File: config.mk
export PLATFORM = sky130hd
export DESIGN_NAME = csv_line_field_parser_top
export DESIGN_NICKNAME = d
export VERILOG_FILES = /design/src/rtl/csvlp_pkg.sv /design/src/rtl/csvlp_parser.sv /design/src/rtl/csv_line_field_parser_top.sv
export SDC_FILE = /design/constraint.sdc
export NUM_CORES = 1
export LEC_CHECK = 0
export ABC_CLOCK_PERIOD_IN_PS = 8200
export BUFFER_PORTS_ARGS = -buffer_cell sky130_fd_sc_hd__clkbuf_2
export CORE_MARGIN = 5
export CORE_UTILIZATION = 55
export CTS_CLUSTER_SIZE = 14
export DETAILED_ROUTE_END_ITERATION = 10
export HOLD_SLACK_MARGIN = 0.05
export PLACE_DENSITY_LB_ADDON = 0.05
export SYNTH_ARGS = -nofsm -noshare
export SYNTH_HDL_FRONTEND = slang
export SYNTH_SLANG_ARGS = --single-unit
File: constraint.sdc
create_clock -name clock -period 8.2 [get_ports clock]
set_input_delay 0.41 -clock clock [delete_from_list [all_inputs] [get_ports clock]]
set_output_delay 0.41 -clock clock [all_outputs]
set_load 0.005 [all_outputs]
File: src/rtl/csvlp_pkg.sv
// Shared types and constants for the CSV line field parser.
// Used by csvlp_parser and csv_line_field_parser_top; no dependencies.
`timescale 1ns / 1ps

package csvlp_pkg;

   localparam int MAX_FIELDS = 256;
   localparam logic [7:0] FIELD_CAP =
      ((MAX_FIELDS - 1) < 255) ? 8'(MAX_FIELDS - 1) : 8'd255;

   localparam logic [7:0] QUOTE_CHAR = 8'h22;
   localparam logic [7:0] COMMA_CHAR = 8'h2C;

   localparam logic KIND_CHAR = 1'b0;
   localparam logic KIND_END  = 1'b1;

   typedef enum logic [2:0] {
      MODE_START  = 3'd0,
      MODE_PLAIN  = 3'd1,
      MODE_QUOTED = 3'd2,
      MODE_QSEEN  = 3'd3,
      MODE_AFTER  = 3'd4
   } parse_mode_type;

   typedef struct packed {
      logic       kind;
      logic [7:0] char_out;
      logic [7:0] field_number;
      logic       last_field;
      logic       last_of_item;
   } result_type;

   typedef struct packed {
      logic [1:0] count;
      result_type first;
      result_type second;
   } step_type;

endpackage

File: src/rtl/csvlp_parser.sv
// Per-byte parse state machine: holds mode, line and field state, and forms
// up to two result beats for the item presented. Depends on csvlp_pkg.
`timescale 1ns / 1ps

module csvlp_parser import csvlp_pkg::*; (
   input  logic       clock,
   input  logic       reset,
   input  logic       advance,
   input  logic [7:0] char_in,
   input  logic       char_valid,
   input  logic       line_end,
   output step_type   step
);

   parse_mode_type mode_ff, mode_in;
   logic           has_chars_ff, has_chars_in;
   logic [7:0]     field_ff, field_in;

   logic           char_emit;
   logic           char_is_end;
   logic [7:0]     char_value;
   logic           next_field;
   logic           end_emit;
   logic [7:0]     field_mid;
   result_type     char_res;
   result_type     end_res;

   // next state
   always_comb begin
      mode_in    = mode_ff;
      next_field = 1'b0;
      if (char_valid) begin
         case (mode_ff)
            MODE_PLAIN, MODE_AFTER: begin
               if (char_in == COMMA_CHAR) begin
                  next_field = 1'b1;
                  mode_in    = MODE_START;
               end
            end
            MODE_QUOTED: begin
               if (char_in == QUOTE_CHAR) begin
                  mode_in = MODE_QSEEN;
               end
            end
            MODE_QSEEN: begin
               if (char_in == QUOTE_CHAR) begin
                  mode_in = MODE_QUOTED;
               end else if (char_in == COMMA_CHAR) begin
                  next_field = 1'b1;
                  mode_in    = MODE_START;
               end else begin
                  mode_in = MODE_AFTER;
               end
            end
            default: begin
               if (char_in == QUOTE_CHAR) begin
                  mode_in = MODE_QUOTED;
               end else if (char_in == COMMA_CHAR) begin
                  next_field = 1'b1;
                  mode_in    = MODE_START;
               end else begin
                  mode_in = MODE_PLAIN;
               end
            end
         endcase
      end
      field_mid = (next_field && (field_ff < FIELD_CAP)) ? field_ff + 8'd1 : field_ff;
      has_chars_in = has_chars_ff | char_valid;
      field_in     = field_mid;
      if (line_end) begin
         mode_in      = MODE_START;
         has_chars_in = 1'b0;
         field_in     = 8'd0;
      end
   end

   // outputs
   always_comb begin
      char_emit   = 1'b0;
      char_is_end = 1'b0;
      char_value  = char_in;
      if (char_valid) begin
         case (mode_ff)
            MODE_PLAIN, MODE_AFTER: begin
               char_emit   = 1'b1;
               char_is_end = (char_in == COMMA_CHAR);
            end
            MODE_QUOTED: begin
               char_emit = (char_in != QUOTE_CHAR);
            end
            MODE_QSEEN: begin
               char_emit   = 1'b1;
               char_is_end = (char_in == COMMA_CHAR);
            end
            default: begin
               char_emit   = (char_in != QUOTE_CHAR);
               char_is_end = (char_in == COMMA_CHAR);
            end
         endcase
      end
      end_emit = line_end && (has_chars_ff || char_valid);

      char_res.kind         = char_is_end ? KIND_END : KIND_CHAR;
      char_res.char_out     = char_is_end ? 8'd0 : char_value;
      char_res.field_number = field_ff;
      char_res.last_field   = 1'b0;
      char_res.last_of_item = ~end_emit;

      end_res.kind         = KIND_END;
      end_res.char_out     = 8'd0;
      end_res.field_number = field_mid;
      end_res.last_field   = 1'b1;
      end_res.last_of_item = 1'b1;

      step.count  = {1'b0, char_emit} + {1'b0, end_emit};
      step.first  = char_emit ? char_res : end_res;
      step.second = end_res;
   end

   always_ff @(posedge clock) begin
      if (reset) begin
         mode_ff      <= MODE_START;
         has_chars_ff <= 1'b0;
         field_ff     <= 8'd0;
      end else if (advance) begin
         mode_ff      <= mode_in;
         has_chars_ff <= has_chars_in;
         field_ff     <= field_in;
      end
   end

endmodule

File: src/rtl/csv_line_field_parser_top.sv
// Top level of the CSV line field parser: input register, parse core and a
// two-beat result buffer. Depends on csvlp_pkg and csvlp_parser.
`timescale 1ns / 1ps

// Takes one byte of a CSV line per req beat and streams field characters and
// field ends on rsp, numbering fields within the line. An item is accepted
// every cycle while results flow; each item passes the input register and the
// result buffer before it reaches rsp. An item giving two results (a byte
// or comma together with the line end) needs two rsp beats, so a run of
// those stalls req behind the single-beat rsp port and two-entry result buffer.
module csv_line_field_parser_top import csvlp_pkg::*; (
   input  logic       clock,
   input  logic       reset,
   input  logic       req_valid,
   output logic       req_stall,
   input  logic [7:0] req_char_in,
   input  logic       req_char_valid,
   input  logic       req_line_end,
   output logic       rsp_valid,
   input  logic       rsp_stall,
   output logic       rsp_kind,
   output logic [7:0] rsp_char_out,
   output logic [7:0] rsp_field_number,
   output logic       rsp_last_field,
   output logic       rsp_last_of_item
);

   logic       in_valid_ff, in_valid_in;
   logic [7:0] in_char_ff;
   logic       in_cvalid_ff;
   logic       in_lend_ff;

   logic [1:0] cnt_ff, cnt_in;
   result_type slot0_ff, slot0_in;
   result_type slot1_ff, slot1_in;

   step_type   step;
   logic       pop;
   logic [1:0] cnt_after;
   logic [2:0] cnt_total;
   logic       consume;
   logic       req_take;

   csvlp_parser u_parser (
      .clock      (clock),
      .reset      (reset),
      .advance    (consume),
      .char_in    (in_char_ff),
      .char_valid (in_cvalid_ff),
      .line_end   (in_lend_ff),
      .step       (step)
   );

   assign rsp_valid = (cnt_ff != 2'd0);
   assign pop       = rsp_valid && !rsp_stall;
   assign cnt_after = cnt_ff - {1'b0, pop};
   assign cnt_total = {1'b0, cnt_after} + {1'b0, step.count};
   assign consume   = in_valid_ff && (cnt_total <= 3'd2);
   assign req_stall = in_valid_ff && !consume;
   assign req_take  = req_valid && !req_stall;

   always_comb begin
      in_valid_in = in_valid_ff;
      if (consume) begin
         in_valid_in = 1'b0;
      end
      if (req_take) begin
         in_valid_in = 1'b1;
      end
   end

   always_comb begin
      slot0_in = slot0_ff;
      slot1_in = slot1_ff;
      if (pop) begin
         slot0_in = slot1_ff;
      end
      case (cnt_after)
         2'd0: begin
            if (consume) begin
               slot0_in = step.first;
               slot1_in = step.second;
            end
         end
         2'd1: begin
            if (consume) begin
               slot1_in = step.first;
            end
         end
         default: begin
         end
      endcase
      cnt_in = consume ? cnt_total[1:0] : cnt_after;
   end

   always_ff @(posedge clock) begin
      if (reset) begin
         in_valid_ff <= 1'b0;
         cnt_ff      <= 2'd0;
      end else begin
         in_valid_ff <= in_valid_in;
         cnt_ff      <= cnt_in;
      end
   end

   always_ff @(posedge clock) begin
      if (req_take) begin
         in_char_ff   <= req_char_in;
         in_cvalid_ff <= req_char_valid;
         in_lend_ff   <= req_line_end;
      end
      slot0_ff <= slot0_in;
      slot1_ff <= slot1_in;
   end

   assign rsp_kind         = slot0_ff.kind;
   assign rsp_char_out     = slot0_ff.char_out;
   assign rsp_field_number = slot0_ff.field_number;
   assign rsp_last_field   = slot0_ff.last_field;
   assign rsp_last_of_item = slot0_ff.last_of_item;

   a_cnt_bound: assert property (@(posedge clock) disable iff (reset)
      cnt_ff <= 2'd2)
      else $error("result buffer overfilled");

   a_last_field_ends_item: assert property (@(posedge clock) disable iff (reset)
      (rsp_valid && rsp_last_field) |-> (rsp_last_of_item && rsp_kind == KIND_END))
      else $error("line end beat not final beat of its item");

   a_pair_fill: assert property (@(posedge clock) disable iff (reset)
      (consume && step.count == 2'd2 && cnt_after == 2'd0)
      |=> (cnt_ff == 2'd2 && !slot0_ff.last_of_item && slot1_ff.last_of_item))
      else $error("two-beat item not buffered in order");

endmodule
# Yosys cells after proc, flatten, opt, wreduce, memory -nomap -nowiden
# Cells that the tools add are included.
[classes]
mux = 32
order_cmp = 2
addsub = 4
reduce_logical = 19
n_bitwise = 2
n_eq_ne = 12
[op_table]
columns = ["op", "count"]
rows = [
  ["19-bit two-way mux", 6],
  ["19-bit one-hot mux with 2 select lines", 1],
  ["8-bit two-way mux", 3],
  ["3-bit two-way mux", 7],
  ["8-bit by 6-bit equality test with 1-bit output, second input constant", 2],
  ["1-bit two-way mux", 12],
  ["3-bit one-hot mux with 3 select lines", 1],
  ["8-bit by 1-bit adder with 8-bit output, second input constant", 1],
  ["8-bit less-than comparator, second input constant", 1],
  ["8-bit by 6-bit inequality test with 1-bit output, second input constant", 1],
  ["2-bit nonzero test", 4],
  ["3-bit by 2-bit equality test with 1-bit output, second input constant", 2],
  ["1-bit logical AND", 6],
  ["3-bit by 2-bit inequality test with 1-bit output, second input constant", 2],
  ["2-bit inequality test, second input constant", 2],
  ["4-bit AND reduction", 1],
  ["2-bit by 2-bit adder with 3-bit output", 1],
  ["3-bit by 1-bit equality test with 1-bit output, second input constant", 1],
  ["3-bit equality test, second input constant", 1],
  ["3-bit by 2-bit <= comparator with 1-bit output, second input constant", 1],
  ["1-bit zero test", 3],
  ["3-bit AND reduction", 1],
  ["3-bit OR reduction", 1],
  ["1-bit by 1-bit adder with 2-bit output", 1],
  ["9 further kinds", 9],
]
[totals]
input_bits = 14
word_cells = 89
output_inout_bits = 21
reg_bits = 63

# Depth between registers and ports, before layout
[depth]
ltp_word = 13
ltp_mapped = 15
mapped_depth_nobuf = 13

# Modules after synthesis
# From an unflattened synthesis, not the netlist that was laid out.
[hier_totals]
cells_unflattened = 296
hier_area_um2 = 3427.0
[by_module_without_submodules]
columns = ["mod", "instances", "seq_area_each_um2", "cells_per_inst", "area_per_inst_um2"]
rows = [
  ["csv_line_field_parser_top", 1, 1311.3, 139, 2235.9],
  ["csvlp_parser", 1, 240.2, 157, 1191.1],
]

# Worst setup path before layout
# Ideal clock, no wire load.
[synth_timing]
path_kind = "register to register"
from = "register in_char_ff[0]"
to = "register slot1_ff[0] (netlist name), enable pin"
n_path_buf = 1
t_required_ps = 7805
path_slack_ps = 3996
synth_period_minus_slack_ps = 4204
path_stages_with_launch = 12
arrival_ps = 3810
setup_ps = 395
cell_sequence = "edfxtp_1 -> or3b_4 -> or3_1 -> o21ai_0 -> inv_1 -> fa_1 -> inv_1 -> ha_1 -> nor3b_1 -> o21ai_0 -> clkbuf_1 -> nor2_1"
[synth_between]
elab_chain_cells = 9
elab_cells_between_ends = 10
cone_classes = "add/sub: 2; order compare: 1; eq/ne: 3; mux: 2; reduce/logical: 2"
[synth_rtl]
columns = ["element", "line", "text"]
rows = [
  ["start, declared", "csv_line_field_parser_top.sv:29", "logic [7:0] in_char_ff;"],
  ["start signal, assigned", "csv_line_field_parser_top.sv:108", "in_char_ff <= req_char_in;"],
  ["8-bit by 6-bit inequality test with 1-bit output *", "csvlp_parser.sv:89, csvlp_parser.sv:96", ""],
  ["1-bit two-way mux *", "-", ""],
  ["1-bit two-way mux *", "csvlp_parser.sv:82", "if (char_valid) begin"],
  ["1-bit by 1-bit adder with 2-bit output *", "csvlp_parser.sv:115", "step.count = {1'b0, char_emit} + {1'b0, end_emit};"],
  ["2-bit by 2-bit adder with 3-bit output *", "csv_line_field_parser_top.sv:57", "assign cnt_total = {1'b0, cnt_after} + {1'b0, step.count};"],
  ["3-bit by 2-bit <= comparator with 1-bit output *", "csv_line_field_parser_top.sv:58", "assign consume = in_valid_ff && (cnt_total <= 3'd2);"],
  ["1-bit logical AND *", "csv_line_field_parser_top.sv:58", ""],
  ["2-bit inequality test (no source line)", "-", ""],
  ["3-bit AND reduction (no source line) *", "-", ""],
  ["end signal, assigned", "csv_line_field_parser_top.sv:113", "slot1_ff <= slot1_in;"],
  ["end, declared", "csv_line_field_parser_top.sv:35", "result_type slot1_ff, slot1_in;"],
]
# Mark *: on every way between the ends. The rest lies on a longest branch, timed or not.
# A chain may end at the register's enable or synchronous reset.

# Final worst setup path
[layout_timing]
from = "register cnt_ff[1]"
to = "register in_cvalid_ff, enable pin"
[layout_between]
elab_chain_cells = 10
[layout_rtl]
columns = ["element", "line", "text"]
rows = [
  ["start, declared", "csv_line_field_parser_top.sv:33", "logic [1:0] cnt_ff, cnt_in;"],
  ["start signal, assigned", "csv_line_field_parser_top.sv:102", "cnt_ff <= cnt_in;"],
  ["2-bit nonzero test", "csv_line_field_parser_top.sv:54", "assign rsp_valid = (cnt_ff != 2'd0);"],
  ["1-bit logical AND", "csv_line_field_parser_top.sv:55", "assign pop = rsp_valid && !rsp_stall;"],
  ["2-bit by 1-bit subtractor with 2-bit output *", "csv_line_field_parser_top.sv:56", "assign cnt_after = cnt_ff - {1'b0, pop};"],
  ["2-bit by 2-bit adder with 3-bit output *", "csv_line_field_parser_top.sv:57", ""],
  ["3-bit by 2-bit <= comparator with 1-bit output *", "csv_line_field_parser_top.sv:58", ""],
  ["1-bit logical AND *", "csv_line_field_parser_top.sv:58", ""],
  ["1-bit zero test *", "csv_line_field_parser_top.sv:59", "assign req_stall = in_valid_ff && !consume;"],
  ["1-bit logical AND *", "csv_line_field_parser_top.sv:59", ""],
  ["1-bit zero test *", "csv_line_field_parser_top.sv:60", "assign req_take = req_valid && !req_stall;"],
  ["1-bit logical AND *", "csv_line_field_parser_top.sv:60", ""],
  ["end signal, assigned", "csv_line_field_parser_top.sv:109", "in_cvalid_ff <= req_char_valid;"],
  ["end, declared", "csv_line_field_parser_top.sv:30", "logic in_cvalid_ff;"],
]
# Marked as above.

==> run_results.csv <==
group,metric,value,unit
power,ir_worst_vdd,0.176,mV
placed_design,numPortBuffers,34,
clock_network,cts_tree,"built",
critical_path,worstRegToRegCells,11,
critical_path,cp-end-kind,"flip-flop",
run_status,status,"finished, final reports clean",
synthesis,synth_top_area_share,29.2,%
synthesis,synth_nets,318,
floorplan,rows,26,
route,firstDrtPassIters,5,
placed_design,postPlaceCellArea,0.00317,sq mm
power,power.internal,749,uW
power,p_sw_share,33.9,%
route,detail_route.wl_per_cell,15.0,um
finish,n_antenna_cell,0,
critical_path,r2r_end,"in_cvalid_ff",
route,vias,2210,
sta,rsz0062_at_grt,"no",
synthesis,synthTopCellsByArea,"edfxtp_1, dfxtp_1, nand2_1",
synthesis,synth.avg_cell_area,9.96,sq um
critical_path,required,8.15,ns
sta,setup_slack,3.43,ns
global_routing,grt_max_degree,38,
finish,syn2layout_area_growth,13.2,%
sta,tightest_slew,0.900,ns
job,drv_cap,0,
clock_network,numCtsBuffers,9,
synthesis,netlist_area,0.00298,sq mm
synthesis,ys_types,54,
clock_network,clk_pin_slew,0.07,ns
route,routed_wl,6060,um
power,power_frac_clock,24.1,%
synthesis,netlist_instances,299,
critical_path,r2r_start,"cnt_ff[1]",
placed_design,pre_cts_ws,3.30,ns
global_routing,grt_pass1_wl,10200,um
sta,report.final.slew_viol_count,0,
power,p_per_area,336,mW/mm^2
global_routing,grt_usage,18.1,%
synthesis,yosysTopAreaCell,"edfxtp_1",
floorplan,io_pins,35,
global_routing,grt-ovfl-total,0,
route,avgViaCountPerCell,5.48,
floorplan,die_w,83.6,um
critical_path,startpoint_type,"flip-flop",
route,antenna_left,0,
synthesis,synth_ff_type,"dfxtp_1",
synthesis,synth_edf_count,29,
power,combPwrFrac,33.9,%
clock_network,clk_path_buf_depth,2,
route,drc_errors,0,
clock_network,cts_max_level,3,
clock_network,ctsRootBufferMaster,"clkbuf_8",
power,switchingPower,384,uW
clock_network,clock_sinks,63,
sta,min_period_over_period,58.2,%
clock_network,postCtsResizedCells,0,
global_routing,antenna_found_initial,0,
synthesis,synth-async-reset-ratio,0,%
floorplan,initial_core_util,57.6,%
floorplan,die_h,83.6,um
synthesis,synth_most_common_cell,"nand2_1",
sta,worst_clock_skew,0.0113,ns
synthesis,yosysWarnings,0,
sta,fin_crit,4.77,ns
route,drt_iter0_drc,125,
floorplan,die_area,0.00699,sq mm
synthesis,ys_ff_latch,63,
placed_design,dp.cells,387,
critical_path,critical_path_class,"reg2reg",
critical_path,slowest_delay,0.73,ns
synthesis,ys_seq_area_share,52.1,%
critical_path,cp_cell_sequence,"or2_2 -> nand2b_1 -> clkinv_1 -> ha_1 -> inv_1 -> fa_1 -> inv_1 -> ha_1 -> nor3b_1 -> nor3b_1 -> nor2b_1",
critical_path,critPathMaxFanout,20,
clock_network,hold_buffers,0,
power,p_seq_share,42.1,%
power,p_leak,0.00131,uW
min_path,hold_start,"req_char_in[0]",
synthesis,synthTopCellsByCount,"nand2_1, dfxtp_1, edfxtp_1, nor2_1",
sta,relSlewSlack,39.8,%
min_path,hold_end,"in_char_ff[0]",
sta,hold_viol,0,
global_routing,grt_pass1_vias,2126,
sta,max_freq,209,MHz
critical_path,regToRegSetupSlack,3.43,ns
critical_path,cpMaxStageDelayCell,"nor2b_1",
placed_design,dpl.hpwl,4120,um
sta,tns,0,ns
floorplan,placeableCoreArea,0.00517,sq mm
sta,setup_viol,0,
placed_design,place_congestion,0.844,
min_path,hold_path_depth,1,
critical_path,crit_arrival,4.72,ns
sta,fin_hold_ws,0.251,ns
finish,stdcell_area,0.00337,sq mm
finish,fin_cells,403,
finish,nets,347,
min_path,hp-class,"in2reg",
clock_network,clock_latency,0.33,ns
finish,drive_above_1_share,18.9,%
clock_network,post_cts_buffers,0,
==> through the flow <==
| stage | util [%] | total power [uW] |
|---|---|---|
| after floorplan | - | 745 |
| after global placement | 61.3 | 862 |
| after detailed placement | 61.3 | 872 |
| after CTS | 65.2 | 1150 |
| after global routing | 65.2 | 1220 |
| final | 65.2 | 1130 |
==> power by group through the flow <==
| stage | sequential [uW] | clock [uW] | combinational [uW] |
|---|---|---|---|
| 2_1_floorplan | 478 | 0 | 266 |
| 3_3_place_gp | 483 | 0 | 379 |
| 3_5_place_dp | 485 | 0 | 387 |
| 4_1_cts | 478 | 278 | 390 |
| 5_1_grt | 489 | 293 | 436 |
| 6_report | 477 | 273 | 384 |
==> critical path: cells and delay by family (launching register included) <==
kind | cells | cell delay, ns
flops | 1 | 0.32
buf+inv | 3 | 0.83
fa+ha+maj | 3 | 1.07
simple gates | 5 | 2.18
==> routing by layer <==
metal	wire, um	track usage [%]	part of all wire, %
met1	2950	26.0	49
met2	2660	26.2	44
met3	383	3.46	6.3
met4	63	8.92	1.0
met5	0	0	0
==> layout by cell type (no fill, tap or decap), types with 2 or more instances in the layout <==
cell type,n
a211o_1,2
a211oi_1,4
a21o_1,3
a21oi_1,10
a311oi_1,8
a31oi_1,11
a41oi_1,6
and2_1,6
and3_1,4
buf_4,3
clkbuf_1,2
clkbuf_2,34
clkbuf_8,11
dfxtp_1,34
edfxtp_1,29
ha_1,4
inv_1,14
mux2_2,2
nand2_1,39
nand3_1,9
nand4_1,3
nor2_1,29
nor3b_1,3
o21a_1,2
o21ai_0,13
or2_2,4
or3_1,2
or3b_1,4
or4_1,2
xnor2_1,9
==> state kept, by name, indices dropped and copies added (netlist names) <==
| signal | cells |
|---|---|
| slot1_ff | 19 |
| in_char_ff | 8 |
| rsp_char_out | 8 |
| rsp_field_number | 8 |
| u_parser.field_ff | 8 |
| u_parser.mode_ff | 3 |
| cnt_ff | 2 |
| in_cvalid_ff | 1 |
| in_lend_ff | 1 |
| in_valid_ff | 1 |
| rsp_kind | 1 |
| rsp_last_field | 1 |
| rsp_last_of_item | 1 |
| u_parser.has_chars_ff | 1 |
==> logic make-up (layout without fill, tap and decap cells) <==
kind of cell,count (synthesis),in the layout,share of synthesized area (%)
buffers and inverters,34,68,4.87
AOI/OAI and AO/OA,69,69,17.1
xor gates and xnor gates,9,9,2.65
muxes,3,3,1.09
DFF,63,63,52.1
and+or+nand+nor,115,115,19.5
adders and majority gates,6,6,2.69
==> final cells by class <==
type	count	area (sq um)
Multi-Input combinational cell	202	1280
Timing Repair Buffer	37	193
Clock inverter	3	42.5
Sequential cell	63	1550
Tap cell	70	87.6
Inverter	15	56.3
Fill cell	432	1800
Clock buffer	13	159
==> worst max-delay path by stage <==
stage	startpoint	to	slack, ns	depth (start not counted)
after floorplan	in_char_ff[0]	slot1_ff[0]	4.00	11
after global placement	cnt_ff[1]	rsp_char_out[0]	3.50	14
after detailed placement	cnt_ff[1]	in_char_ff[6]	3.30	11
after CTS	cnt_ff[1]	in_cvalid_ff	3.27	11
after global routing	cnt_ff[1]	in_cvalid_ff	2.95	11
final	cnt_ff[1]	in_cvalid_ff	3.43	11
Note: power is estimated with default switching activity, not from simulation.
